<file path="config.mk">
export PLATFORM = sky130hd
export DESIGN_NAME = button_level_lamp_controller
export DESIGN_NICKNAME = d
export VERILOG_FILES = /design/src/sv/blc_pkg.sv /design/src/sv/blc_front.sv /design/src/sv/blc_queue.sv /design/src/sv/blc_back.sv /design/src/sv/button_level_lamp_controller.sv
export SDC_FILE = /design/constraint.sdc
export NUM_CORES = 1
export LEC_CHECK = 0
export ABC_AREA = 1
export BUFFER_PORTS_ARGS = -buffer_cell sky130_fd_sc_hd__buf_2
export CAP_MARGIN = 10
export CELL_PAD_IN_SITES_DETAIL_PLACEMENT = 1
export CELL_PAD_IN_SITES_GLOBAL_PLACEMENT = 2
export CORE_AREA = 3 3 145 204
export CTS_BUF_LIST = sky130_fd_sc_hd__clkbuf_2
export CTS_CLUSTER_SIZE = 30
export DETAILED_ROUTE_END_ITERATION = 7
export DIE_AREA = 0 0 148 207
export PLACE_DENSITY = 0.71
export REMOVE_ABC_BUFFERS = 1
export SETUP_SLACK_MARGIN = 0.02
export SLEW_MARGIN = 20
export SYNTH_ARGS = -nofsm -noshare
export SYNTH_HDL_FRONTEND = slang
export SYNTH_HIERARCHICAL = 1
export SYNTH_SLANG_ARGS = --single-unit
</file>
<file path="constraint.sdc">
create_clock -name clk -period 4.4 [get_ports clk]
set_clock_uncertainty 0.1 [all_clocks]
set_input_delay 0.44 -clock clk [delete_from_list [all_inputs] [get_ports clk]]
set_output_delay 0.44 -clock clk [all_outputs]
set_load 0.02 [all_outputs]
</file>
<file path="src/sv/blc_pkg.sv">
// shared types, codes and tables for the button level lamp controller
// used by every module of the block; no dependencies

package blc_pkg;

	localparam int unsigned CFG_IDX_W  = 3;
	localparam int unsigned CFG_DATA_W = 10;

	localparam logic [CFG_IDX_W-1:0] CFG_SHORT_MIN  = 3'd0;
	localparam logic [CFG_IDX_W-1:0] CFG_LONG_TICKS = 3'd1;
	localparam logic [CFG_IDX_W-1:0] CFG_TICKS_SEC  = 3'd2;
	localparam logic [CFG_IDX_W-1:0] CFG_TIMEOUT    = 3'd3;
	localparam logic [CFG_IDX_W-1:0] CFG_RAMP_FLOOR = 3'd4;
	localparam logic [CFG_IDX_W-1:0] CFG_RAMP_START = 3'd5;
	localparam logic [CFG_IDX_W-1:0] CFG_RAMP_STEP  = 3'd6;

	localparam logic [1:0] KIND_NONE  = 2'd0;
	localparam logic [1:0] KIND_SHORT = 2'd1;
	localparam logic [1:0] KIND_LONG  = 2'd2;

	localparam logic [2:0] LEVEL_OFF  = 3'd0;
	localparam logic [2:0] LEVEL_RAMP = 3'd1;
	localparam logic [2:0] LEVEL_WRAP = 3'd7;
	localparam logic [2:0] LEVEL_TOP  = 3'd6;

	localparam logic [9:0] SECONDS_MAX = 10'd1023;
	localparam logic [7:0] RAMP_RESET  = 8'd100;

	typedef struct packed {
		logic [7:0] short_press_min;
		logic [7:0] long_press_ticks;
		logic [6:0] ticks_per_second;
		logic [9:0] timeout_seconds;
		logic [7:0] ramp_floor;
		logic [7:0] ramp_start;
		logic [3:0] ramp_step;
	} cfg_t;

	// what the front end hands to the back end for one tick
	typedef struct packed {
		logic [1:0] kind;
		logic       hold_zero;
	} qitem_t;

	function automatic logic [7:0] fixed_duty(input logic [2:0] lv);
		logic [7:0] d;
		case (lv)
			3'd2:    d = 8'd81;
			3'd3:    d = 8'd85;
			3'd4:    d = 8'd90;
			3'd5:    d = 8'd93;
			3'd6:    d = 8'd97;
			default: d = 8'd0;
		endcase
		return d;
	endfunction

	function automatic logic [5:0] led_of(input logic [2:0] lv);
		logic [5:0] b;
		case (lv)
			3'd1:    b = 6'b000001;
			3'd2:    b = 6'b000010;
			3'd3:    b = 6'b000100;
			3'd4:    b = 6'b001000;
			3'd5:    b = 6'b010000;
			3'd6:    b = 6'b100000;
			default: b = 6'b000000;
		endcase
		return b;
	endfunction

endpackage

</file>
<file path="src/sv/blc_front.sv">
// front end: hold counter and click classification per accepted tick
// depends on blc_pkg

module blc_front import blc_pkg::*; (
	input  logic       clk,
	input  logic       arst_n,
	input  cfg_t       cfg,
	input  logic       accept,
	input  logic       key_pressed,
	output qitem_t     item
);

	logic [7:0] hold_count_q;
	logic       long_latched_q;
	logic [7:0] hold_next;
	logic       latched_next;
	logic [8:0] inc;

	always_comb begin
		inc          = {1'b0, hold_count_q} + 9'd1;
		item.kind    = KIND_NONE;
		hold_next    = hold_count_q;
		latched_next = long_latched_q;
		if (key_pressed) begin
			hold_next = inc[7:0];
			if (inc >= {1'b0, cfg.long_press_ticks}) begin
				hold_next = cfg.long_press_ticks;
				if (!long_latched_q) begin
					latched_next = 1'b1;
					item.kind    = KIND_LONG;
				end
			end
		end else begin
			if (hold_count_q < cfg.long_press_ticks && hold_count_q >= cfg.short_press_min) begin
				item.kind = KIND_SHORT;
			end
			hold_next    = 8'd0;
			latched_next = 1'b0;
		end
		item.hold_zero = (hold_next == 8'd0);
	end

	always_ff @(posedge clk or negedge arst_n) begin
		if (!arst_n) begin
			hold_count_q   <= 8'd0;
			long_latched_q <= 1'b0;
		end else if (accept) begin
			hold_count_q   <= hold_next;
			long_latched_q <= latched_next;
		end
	end

endmodule

</file>
<file path="src/sv/blc_queue.sv">
// two-entry queue between front end and back end
// depends on blc_pkg for the entry type

module blc_queue import blc_pkg::*; (
	input  logic   clk,
	input  logic   arst_n,
	input  logic   push,
	input  qitem_t push_item,
	output logic   not_full,
	input  logic   pop,
	output logic   not_empty,
	output qitem_t pop_item
);

	qitem_t     mem_q [2];
	logic       wptr_q;
	logic       rptr_q;
	logic [1:0] count_q;

	assign not_full  = (count_q != 2'd2);
	assign not_empty = (count_q != 2'd0);
	assign pop_item  = mem_q[rptr_q];

	always_ff @(posedge clk) begin
		if (push) begin
			mem_q[wptr_q] <= push_item;
		end
	end

	always_ff @(posedge clk or negedge arst_n) begin
		if (!arst_n) begin
			wptr_q  <= 1'b0;
			rptr_q  <= 1'b0;
			count_q <= 2'd0;
		end else begin
			if (push) wptr_q <= ~wptr_q;
			if (pop)  rptr_q <= ~rptr_q;
			case ({push, pop})
				2'b10:   count_q <= count_q + 2'd1;
				2'b01:   count_q <= count_q - 2'd1;
				default: count_q <= count_q;
			endcase
		end
	end

	a_no_overflow: assert property (@(posedge clk) disable iff (!arst_n)
		push |-> (count_q != 2'd2 || pop))
		else $error("queue written while full");

	a_no_underflow: assert property (@(posedge clk) disable iff (!arst_n)
		pop |-> count_q != 2'd0)
		else $error("queue read while empty");

	a_count_range: assert property (@(posedge clk) disable iff (!arst_n)
		count_q != 2'd3)
		else $error("queue count out of range");

endmodule

</file>
<file path="src/sv/blc_back.sv">
// back end: level sequencing, ramp, timeout, sleep and the output register
// depends on blc_pkg

module blc_back import blc_pkg::*; (
	input  logic        clk,
	input  logic        arst_n,
	input  cfg_t        cfg,
	input  logic        in_valid,
	input  qitem_t      in_item,
	output logic        in_ready,
	output logic        out_valid,
	input  logic        out_ready,
	output logic [23:0] out_data,
	output logic [1:0]  out_kind
);

	logic [2:0] level_q;
	logic [7:0] ramp_duty_q;
	logic [6:0] tick_in_second_q;
	logic [9:0] active_seconds_q;
	logic       pwm_running_q;
	logic [5:0] led_latch_q;
	logic       out_valid_q;
	logic [23:0] out_data_q;
	logic [1:0] out_kind_q;

	logic [2:0] lvl;
	logic [7:0] ramp;
	logic [6:0] tick;
	logic [9:0] secs;
	logic       pwm;
	logic [5:0] led;
	logic [7:0] duty;
	logic       sleep;
	logic [7:0] t;
	logic       step;

	assign in_ready  = !out_valid_q || out_ready;
	assign step      = in_valid && in_ready;
	assign out_valid = out_valid_q;
	assign out_data  = out_data_q;
	assign out_kind  = out_kind_q;

	always_comb begin
		lvl   = level_q;
		ramp  = ramp_duty_q;
		tick  = tick_in_second_q;
		secs  = active_seconds_q;
		pwm   = pwm_running_q;
		led   = led_latch_q;
		duty  = 8'd0;
		sleep = 1'b0;
		t     = {1'b0, tick_in_second_q} + 8'd1;

		// seconds timer runs only while a level is active
		if (level_q != LEVEL_OFF) begin
			if (t >= {1'b0, cfg.ticks_per_second}) begin
				t = 8'd0;
				if (secs < SECONDS_MAX) secs = secs + 10'd1;
			end
			tick = t[6:0];
		end

		case (in_item.kind)
			KIND_SHORT: begin
				lvl = level_q + 3'd1;
				if (lvl == LEVEL_WRAP) begin
					lvl  = LEVEL_OFF;
					secs = 10'd0;
				end
				if (lvl == LEVEL_RAMP) ramp = cfg.ramp_start;
				if (lvl != LEVEL_OFF) pwm = 1'b1;
			end
			KIND_LONG: lvl = LEVEL_OFF;
			default: ;
		endcase

		if (lvl == LEVEL_OFF) begin
			pwm = 1'b0;
			if (in_item.hold_zero) sleep = 1'b1;
		end else if (lvl == LEVEL_RAMP) begin
			// may undershoot the floor once before the floor is held
			if (ramp > cfg.ramp_floor) begin
				ramp = (ramp > {4'd0, cfg.ramp_step}) ? ramp - {4'd0, cfg.ramp_step} : 8'd0;
				duty = ramp;
			end else begin
				duty = cfg.ramp_floor;
			end
			led = led | 6'b000001;
		end else begin
			duty = fixed_duty((lvl > LEVEL_TOP) ? LEVEL_TOP : lvl);
			led  = led | led_of((lvl > LEVEL_TOP) ? LEVEL_TOP : lvl);
		end

		if (secs >= cfg.timeout_seconds) sleep = 1'b1;

		if (sleep) begin
			pwm  = 1'b0;
			secs = 10'd0;
			lvl  = LEVEL_OFF;
			led  = 6'd0;
		end
	end

	always_ff @(posedge clk or negedge arst_n) begin
		if (!arst_n) begin
			level_q          <= LEVEL_OFF;
			ramp_duty_q      <= RAMP_RESET;
			tick_in_second_q <= 7'd0;
			active_seconds_q <= 10'd0;
			pwm_running_q    <= 1'b0;
			led_latch_q      <= 6'd0;
			out_valid_q      <= 1'b0;
		end else begin
			if (step) begin
				level_q          <= lvl;
				ramp_duty_q      <= ramp;
				tick_in_second_q <= tick;
				active_seconds_q <= secs;
				pwm_running_q    <= pwm;
				led_latch_q      <= led;
				out_valid_q      <= 1'b1;
			end else if (out_ready) begin
				out_valid_q <= 1'b0;
			end
		end
	end

	always_ff @(posedge clk) begin
		if (step) begin
			out_data_q <= {5'd0, sleep, lvl, led, pwm, duty};
			out_kind_q <= in_item.kind;
		end
	end

	a_sleep_clears: assert property (@(posedge clk) disable iff (!arst_n)
		(out_valid_q && out_data_q[18]) |-> (out_data_q[17:15] == LEVEL_OFF
			&& out_data_q[14:9] == 6'd0 && !out_data_q[8]))
		else $error("sleep result with level, leds or pwm still set");

	a_level_pwm: assert property (@(posedge clk) disable iff (!arst_n)
		(level_q != LEVEL_OFF) |-> pwm_running_q)
		else $error("active level without pwm running");

	a_long_off: assert property (@(posedge clk) disable iff (!arst_n)
		(out_valid_q && out_kind_q == KIND_LONG) |-> out_data_q[17:15] == LEVEL_OFF)
		else $error("long press left a level active");

endmodule

</file>
<file path="src/sv/button_level_lamp_controller.sv">
// top level of the button level lamp controller: config registers and stream ports
// depends on blc_pkg, blc_front, blc_queue, blc_back
//
// usage:
//  s_tvalid/s_tready/s_tdata carries one 10 ms tick per transaction, bit 0 the
//  qualified button level. m_tvalid/m_tready/m_tdata/m_tuser returns exactly one
//  result per tick, in order. configuration is written through cfg_we, cfg_index
//  and cfg_wdata while no tick is in flight; indexes beyond the register list
//  are ignored.
//  a tick accepted is classified and written into the queue; the back end
//  takes it from the queue and registers its result in the output register,
//  from which it is offered. throughput: one tick per cycle while the receiver
//  does not stall, set by the back-end step feeding the output register.
//  when the receiver stalls, the output register holds its result and the
//  two-entry queue absorbs up to two more ticks before s_tready drops.
//  reset: all counters clear, the level is off, the ramp duty is 100 and the
//  registers take their defaults (5, 200, 99, 900, 77, 90, 2).

module button_level_lamp_controller import blc_pkg::*; (
	input  logic                  clk,
	input  logic                  arst_n,
	input  logic                  s_tvalid,
	output logic                  s_tready,
	input  logic [7:0]            s_tdata,   // [0] key_pressed
	output logic                  m_tvalid,
	input  logic                  m_tready,
	output logic [23:0]           m_tdata,   // [7:0] pwm_duty, [8] pwm_enabled,
	                                         // [14:9] led_bits, [17:15] current_level,
	                                         // [18] sleep_request
	output logic [1:0]            m_tuser,   // [1:0] click_kind
	input  logic                  cfg_we,
	input  logic [CFG_IDX_W-1:0]  cfg_index,
	input  logic [CFG_DATA_W-1:0] cfg_wdata
);

	cfg_t   cfg_q;
	qitem_t front_item;
	qitem_t back_item;
	logic   q_not_full;
	logic   q_not_empty;
	logic   back_ready;
	logic   accept;
	logic   pop;

	always_ff @(posedge clk or negedge arst_n) begin
		if (!arst_n) begin
			cfg_q.short_press_min  <= 8'd5;
			cfg_q.long_press_ticks <= 8'd200;
			cfg_q.ticks_per_second <= 7'd99;
			cfg_q.timeout_seconds  <= 10'd900;
			cfg_q.ramp_floor       <= 8'd77;
			cfg_q.ramp_start       <= 8'd90;
			cfg_q.ramp_step        <= 4'd2;
		end else if (cfg_we) begin
			case (cfg_index)
				CFG_SHORT_MIN:  cfg_q.short_press_min  <= cfg_wdata[7:0];
				CFG_LONG_TICKS: cfg_q.long_press_ticks <= cfg_wdata[7:0];
				CFG_TICKS_SEC:  cfg_q.ticks_per_second <= cfg_wdata[6:0];
				CFG_TIMEOUT:    cfg_q.timeout_seconds  <= cfg_wdata;
				CFG_RAMP_FLOOR: cfg_q.ramp_floor       <= cfg_wdata[7:0];
				CFG_RAMP_START: cfg_q.ramp_start       <= cfg_wdata[7:0];
				CFG_RAMP_STEP:  cfg_q.ramp_step        <= cfg_wdata[3:0];
				default: ;
			endcase
		end
	end

	assign s_tready = q_not_full;
	assign accept   = s_tvalid && q_not_full;
	assign pop      = q_not_empty && back_ready;

	blc_front u_front (
		.clk         (clk),
		.arst_n      (arst_n),
		.cfg         (cfg_q),
		.accept      (accept),
		.key_pressed (s_tdata[0]),
		.item        (front_item)
	);

	blc_queue u_queue (
		.clk       (clk),
		.arst_n    (arst_n),
		.push      (accept),
		.push_item (front_item),
		.not_full  (q_not_full),
		.pop       (pop),
		.not_empty (q_not_empty),
		.pop_item  (back_item)
	);

	blc_back u_back (
		.clk       (clk),
		.arst_n    (arst_n),
		.cfg       (cfg_q),
		.in_valid  (q_not_empty),
		.in_item   (back_item),
		.in_ready  (back_ready),
		.out_valid (m_tvalid),
		.out_ready (m_tready),
		.out_data  (m_tdata),
		.out_kind  (m_tuser)
	);

endmodule

</file>
# == Word level (Yosys, flattened, before mapping) ==
# Memory sizes are Yosys's and may differ from the RTL's.
# Cells that the tools add are included.
# word_totals
reg_bits,123
ram_bits,6
inputBits,26
output_inout_bits,28
memories,1
# mem_list
name,depth,width,read_ports,rd_ports_with_merged_regs,wr,line_no,source
u_queue.mem_q,2,3,1,0,1,blc_queue.sv:15,qitem_t mem_q [2];
# classes
n_addsub,7
n_lt_le_gt_ge,9
n_eq_ne,21
muxes,47
bitwise,3
n_reduce_logical,22
# ops
operator,n
8-bit 2-to-1 mux,10
10-bit 2-to-1 mux,6
6-bit one-hot mux with 6 select lines,1
7-bit one-hot mux with 5 select lines,1
6-bit 2-to-1 mux,5
"3-bit equality test, second input constant",7
2-bit AND reduction,9
1-bit 2-to-1 mux,14
"3-bit by 1-bit equality test with 1-bit output, second input constant",4
"3-bit by 2-bit equality test with 1-bit output, second input constant",4
3-bit 2-to-1 mux,4
"10-bit by 1-bit adder with 10-bit output, second input constant",1
10-bit greater-or-equal comparator,1
"10-bit < comparator, second input constant",1
"8-bit by 1-bit adder with 9-bit output, second input constant",1
9-bit by 8-bit greater-or-equal comparator with 1-bit output,1
"7-bit by 1-bit adder with 8-bit output, second input constant",1
8-bit by 7-bit greater-or-equal comparator with 1-bit output,1
8-bit greater-or-equal comparator,1
8-bit by 4-bit greater-than comparator with 1-bit output,1
8-bit greater-than comparator,1
8-bit logical NOT,1
8-bit < comparator,1
8-bit by 4-bit subtractor with 8-bit output,1
other kinds (20),31

# == Logic depth before layout (Yosys ltp) ==
# depth
ltp_word,15
mapped_depth,28

# == Hierarchy ==
# The synthesis kept the hierarchy.
# modules_own_cells
module,n_inst,cells_per_inst,area_each_um2,seq_area_each_um2
blc_back,1,589,4489.3,1535.2
button_level_lamp_controller,1,245,2183.3,1353.8
blc_front,1,178,1228.7,225.2
blc_queue,1,39,422.9,280.3

# == Worst setup path after synthesis ==
# OpenSTA, ideal clock, no wires.
# synth_timing
path_kind,reg2reg
from,register u_queue.rptr_q
to,"register u_back.out_data_q[2] (netlist: u_back/out_data[2]), data pin"
arrival_time_ns,3.123
path_slack_ns,0.923
path_stages_with_launch,20
path_buffers,1
path_cell_list,dfrtp_1 -> o21ai_0 -> ha_1 -> nand2_1 -> inv_1 -> nand2_2 -> buf_6 -> o21ai_0 -> ha_1 -> inv_1 -> fa_1 -> nand2_1 -> nand2_1 -> a21oi_1 -> nor2_1 -> nor2_2 -> nand3_4 -> nand3_1 -> nand2_1 -> a21o_1
# synth_rtl
element,line_no,source
start: declaration,blc_queue.sv:17,logic rptr_q;
start signal: assignment,blc_queue.sv:37,if (pop) rptr_q <= ~rptr_q;
end signal: assignment,blc_back.sv:131,"out_data_q <= {5'd0, sleep, lvl, led, pwm, duty};"
end: declaration,blc_back.sv:24,logic [23:0] out_data_q;

# == Worst setup path in the final report ==
# layout_timing
from,register u_back.tick_in_second_q[0]
to,register u_back.led_latch_q[0]
# layout_via
elab_chain_len,9
# layout_rtl
element,line_no,source
start: declaration,blc_back.sv:19,logic [6:0] tick_in_second_q;
start signal: assignment,blc_back.sv:118,tick_in_second_q <= tick;
7-bit by 1-bit adder with 8-bit output *,blc_back.sv:53,"t = {1'b0, tick_in_second_q} + 8'd1;"
8-bit by 7-bit greater-or-equal comparator with 1-bit output *,blc_back.sv:57,"if (t >= {1'b0, cfg.ticks_per_second}) begin"
10-bit 2-to-1 mux *,blc_back.sv:57,
10-bit 2-to-1 mux *,blc_back.sv:56,if (level_q != LEVEL_OFF) begin
10-bit 2-to-1 mux,blc_back.sv:67,if (lvl == LEVEL_WRAP) begin
10-bit 2-to-1 mux *,blc_back.sv:64,case (in_item.kind)
10-bit greater-or-equal comparator *,blc_back.sv:95,if (secs >= cfg.timeout_seconds) sleep = 1'b1;
1-bit 2-to-1 mux *,blc_back.sv:95,
6-bit 2-to-1 mux *,blc_back.sv:97,if (sleep) begin
via u_back.led[0],blc_back.sv:32,logic [5:0] led;
end signal: assignment,blc_back.sv:121,led_latch_q <= led;
end: declaration,blc_back.sv:22,logic [5:0] led_latch_q;
# Mark *: on every way through the listed nets, which the timed path passes. The rest lies on a longest branch.
# A chain may end at the register's enable or synchronous reset.

==> impl_metrics.prom <==
# TYPE chip_impl_metric gauge
chip_impl_metric{name="synth_enable_flop_cells",unit=""} 27
chip_impl_metric{name="final_net_count",unit=""} 1229
chip_impl_metric{name="drt_pre_antenna_iters",unit=""} 4
chip_impl_metric{name="i_o_buffers",unit=""} 41
chip_impl_metric{name="area_delta_synth_final",unit="%"} 14.96
chip_impl_metric{name="wl_per_cell",unit="um"} 15.86
chip_impl_metric{name="via_total_after_detailed_routing",unit=""} 7115
chip_impl_metric{name="min_period_over_period",unit=""} 0.8966
chip_impl_metric{name="grt_pass1_wl",unit="um"} 39400
chip_impl_metric{name="gr-total-overflow",unit=""} 0
chip_impl_metric{name="postSynthAreaPerCell",unit="um^2"} 7.920
chip_impl_metric{name="placement_rows",unit=""} 73
chip_impl_metric{name="final.setup.tns",unit="ps"} 0
chip_impl_metric{name="synth_fa_ha_area_frac",unit=""} 0.09710
chip_impl_info{name="crit_type",value="flip-flop to flip-flop"} 1
chip_impl_metric{name="total_power",unit="W"} 0.006213
chip_impl_metric{name="grt_antenna_before_repair",unit=""} 1
chip_impl_metric{name="synth-warning-count",unit=""} 6
chip_impl_metric{name="dr.first_iter.drc_count",unit=""} 232
chip_impl_metric{name="synth_async_sr_flop_share",unit=""} 0.7907
chip_impl_metric{name="final_critical_path_time_including_i_o_delays_and_setup",unit="ps"} 3945
chip_impl_metric{name="grt_start_max_net_pins",unit=""} 35
chip_impl_metric{name="timing.max_cap.violations",unit=""} 0
chip_impl_metric{name="grt_usage",unit=""} 0.1635
chip_impl_metric{name="clock_slew_at_the_register_clock_pins_of_the_worst_setup_and_hold_paths",unit="ps"} 200
chip_impl_metric{name="gp_routability_congestion",unit=""} 0.7897
chip_impl_metric{name="coreArea",unit="um^2"} 28130
chip_impl_metric{name="postPlaceCellArea",unit="um^2"} 9014
chip_impl_metric{name="power.ir.vdd_worst",unit="uV"} 213.9
chip_impl_metric{name="timing_worst_slew_pin_value",unit="ps"} 961.4
chip_impl_info{name="setup.worst_path.start_class",value="flip-flop"} 1
chip_impl_metric{name="io_pins",unit=""} 54
chip_impl_metric{name="dieHeight",unit="um"} 207
chip_impl_info{name="status",value="finished clean"} 1
chip_impl_metric{name="antenna_left",unit=""} 0
chip_impl_metric{name="cts-buffers-inserted",unit=""} 17
chip_impl_metric{name="cts_max_level",unit=""} 4
chip_impl_metric{name="grt_pass1_vias",unit=""} 7501
chip_impl_metric{name="slew_headroom",unit=""} 0.3584
chip_impl_info{name="main_combinational_cell_family_by_area_after_synthesis",value="simple AND/OR/NAND/NOR gates"} 1
chip_impl_info{name="cp_cell_sequence",value="ha_1, nand2_1, nor3_2, xor2_1, ha_1, inv_1, o211ai_1, inv_1, nand3_2, buf_6, nand3_1, o21ai_0, a21oi_1, ha_1, nand2_1, nor2_1, o211ai_1, nand3_1, nor2_2, nand2_4, buf_12, a21oi_1, nand2_1, o21ai_0"} 1
chip_impl_metric{name="layout.cell_area.non_filler",unit="um^2"} 9569
chip_impl_info{name="clock_tree.root_cell",value="sky130_fd_sc_hd__clkbuf_2"} 1
chip_impl_metric{name="powerDensity",unit="nW/um^2"} 649.2
chip_impl_metric{name="synth_cell_types",unit=""} 47
chip_impl_metric{name="drt-total-wl",unit="um"} 24230
chip_impl_metric{name="netlist_area",unit="um^2"} 8324
chip_impl_metric{name="setup_viol",unit=""} 0
chip_impl_metric{name="cpPeakStageDelay",unit="ps"} 420
chip_impl_metric{name="fmax",unit="MHz"} 253.5
chip_impl_metric{name="die_width",unit="um"} 148
chip_impl_metric{name="count_of_clock_tree_sinks",unit=""} 129
chip_impl_metric{name="detailedPlacementHpwl",unit="um"} 18170
chip_impl_info{name="synth_ff_type",value="sky130_fd_sc_hd__dfrtp_1"} 1
chip_impl_metric{name="synth-seq-cells",unit=""} 129
chip_impl_metric{name="synth_xor_xnor_area_share",unit=""} 0.01473
chip_impl_info{name="tritoncts",value="yes"} 1
chip_impl_metric{name="synthMuxAreaShare",unit=""} 0.002706
chip_impl_metric{name="utilization",unit=""} 0.3402
chip_impl_metric{name="starting_density",unit=""} 0.2959
chip_impl_metric{name="synthCells",unit=""} 1051
chip_impl_info{name="timing.critical_path.to_type",value="flip-flop"} 1
chip_impl_info{name="path_class_of_the_lowest_slack_min_delay_path",value="primary input to flip-flop"} 1
chip_impl_metric{name="worst_ep_arrival_time",unit="ps"} 4550
chip_impl_metric{name="synth-compound-area-share",unit=""} 0.07921
chip_impl_metric{name="dieArea",unit="um^2"} 30640
chip_impl_metric{name="worstPathRequired",unit="ps"} 5000
chip_impl_metric{name="fraction_of_layout_instances_using_a_drive_strength_above_1",unit=""} 0.1649
chip_impl_info{name="setup_repair_after_global_routing_missed_its_margin",value="false"} 1
chip_impl_metric{name="cp_max_fo",unit=""} 20
chip_impl_metric{name="route.detailed.drc",unit=""} 0
chip_impl_metric{name="ff_latch_area",unit="um^2"} 3395
chip_impl_metric{name="synth.yosys.seq_area_share",unit=""} 0.4078
chip_impl_metric{name="multiInputGateArea",unit="um^2"} 4259
chip_impl_metric{name="synthSimpleGateAreaFrac",unit=""} 0.3140
chip_impl_info{name="slowest_stage",value="sky130_fd_sc_hd__dfrtp_1"} 1
chip_impl_metric{name="hold_violations",unit=""} 0
chip_impl_metric{name="fillerInstances",unit=""} 3512
chip_impl_metric{name="maxSlewViolCount",unit=""} 0
chip_impl_metric{name="power.static_leakage",unit="nW"} 4.741
chip_impl_metric{name="clk-insertion-delay-late",unit="ps"} 780
chip_impl_metric{name="clockBufferDepth",unit=""} 2
chip_impl_metric{name="detail_route.vias_per_cell",unit=""} 4.656
[worst paths after layout]
kind	from	to	slack (ps)	depth (start not counted)
worst max register to register	u_back/tick_in_second_q[0]	u_back/led_latch_q[0]	460	24
worst max-delay path	u_back/tick_in_second_q[0]	u_back/led_latch_q[0]	460	24
worst min-delay path	m_tready	u_back/out_valid	370	5
max in group asynchronous	arst_n	cfg_q[28]	2830	4
min in group asynchronous	arst_n	u_queue/count_q[1]	550	3
worst min register to register	cfg_q[43]	cfg_q[43]	380	2
[layout by cell type (no fill, tap or decap), drive strengths merged, types with 5 or more instances in the layout]
cell type and n:
nand2 363, edfxtp 27, dfstp 25, nor2 61, dfrtp 77, clkinv 7, nand3b 6, dlygate4sd3 28
nand4 11, o211ai 8, conb 5, o21ai 55, buf 60, ha 63, inv 144, xor2 12
nand3 101, a21oi 45, clkbuf 21, nor3 6
[cell usage after synthesis, types with 3 or more instances]
library cell	number	area (um^2)
sky130_fd_sc_hd__nand2_1	340	1276
sky130_fd_sc_hd__inv_1	134	503.0
sky130_fd_sc_hd__nand3_1	91	455.4
sky130_fd_sc_hd__dfrtp_1	77	1927
sky130_fd_sc_hd__ha_1	63	788.3
sky130_fd_sc_hd__a21oi_1	44	220.2
sky130_fd_sc_hd__nor2_1	41	153.9
sky130_fd_sc_hd__o21ai_0	40	200.2
sky130_fd_sc_hd__edfxtp_1	27	810.8
sky130_fd_sc_hd__dfstp_2	25	656.9
sky130_fd_sc_hd__o21ai_1	14	70.07
sky130_fd_sc_hd__nand2_4	13	146.4
sky130_fd_sc_hd__nor2_4	12	135.1
sky130_fd_sc_hd__xor2_1	12	105.1
sky130_fd_sc_hd__nand4_1	11	68.82
sky130_fd_sc_hd__nand2_2	10	62.56
sky130_fd_sc_hd__inv_2	9	33.78
sky130_fd_sc_hd__buf_4	8	60.06
sky130_fd_sc_hd__o211ai_1	8	60.06
sky130_fd_sc_hd__clkbuf_1	7	26.28
sky130_fd_sc_hd__nor2_2	7	43.79
sky130_fd_sc_hd__buf_2	6	30.03
sky130_fd_sc_hd__nand3_2	6	60.06
sky130_fd_sc_hd__nand3b_1	6	45.04
sky130_fd_sc_hd__nor3_1	6	30.03
sky130_fd_sc_hd__nand3_4	4	70.07
sky130_fd_sc_hd__nor4_1	3	18.77
sky130_fd_sc_hd__o22ai_1	3	18.77
[layout make-up]
class                   instances  area share
repair buffers                 88     0.07021
flip-flops and latches        129      0.3547
clock inverters                11     0.01203
diodes                          1   0.0002615
clock buffers                  21     0.01098
inverters                     145     0.05766
multi-input cells             758      0.4451
well taps                     375     0.04903
[cell families (layout without fill, tap and decap cells)]
logic type / Yosys count / in the layout
compound gates: 118 / 118
xor+xnor: 14 / 14
fa+ha+maj: 64 / 64
buf+inv: 168 / 265
flops: 129 / 129
mux: 2 / 2
other cells: 1 / 6
simple gates: 555 / 555
[critical path: cells and delay by family, from the launching register on]
kind            cells  cell delay (ps)
simple gates       10             1060
compound gates      6              790
fa+ha+maj           3              730
buf+inv             4              490
flops               1              420
xor+xnor            1              250
[through the flow]
step | setup WS (ps) | hold WS, ps | instances
2_1_floorplan | 865.2 | 44.41 | 1032
3_3_place_gp | 364.6 | 352.9 | 1464
4_1_cts | 181.0 | 246.6 | 1525
6_report | 455.1 | 365.6 | 1528
5_1_grt | 47.17 | 261.7 | 1528
3_5_place_dp | 239.9 | 356.8 | 1464
[where the power goes]
part | total [W] | internal (W) | switching [W] | leakage (nW)
clock network | 0.000731 | 0.000264 | 0.000467 | 0.137
logic | 0.00358 | 0.00126 | 0.00232 | 3.07
registers | 0.00190 | 0.00165 | 0.000250 | 1.54
[sequential cells by signal, summed over array words and instances (netlist names)]
name / cells
u_front/long_latched_q: 1
u_queue/mem_q: 6
cfg_q: 53
u_back/active_seconds_q: 10
u_back/tick_in_second_q: 7
u_front/hold_count_q: 8
u_back/led_latch_q: 6
u_back/out_data: 19
u_back/pwm_running_q: 1
u_queue/wptr_q: 1
u_back/out_kind: 2
u_queue/rptr_q: 1
u_queue/count_q: 2
u_back/out_valid: 1
u_back/ramp_duty_q: 8
u_back/level_q: 3
[metal layers]
metal | vias up | routed length, um | share of wire | GRT usage
met5 | - | 0 | 0 | 0
met2 | 54 | 13240 | 0.55 | 0.3094
li1 | 3571 | - | - | -
met1 | 3468 | 10140 | 0.42 | 0.1854
met3 | 22 | 435 | 0.018 | 0.02582
met4 | 0 | 407 | 0.017 | 0.05069
[repair_timing]
item / 4_1_cts / 5_1_grt
endpoints found under the hold margin: 108 / 0
buffers inserted: 0 / 2
resized for setup: 0 / 5
hold buffers: 29 / 0
endpoints found under the setup margin: 0 / 30
No activity file was read; power rests on OpenSTA's default activity.
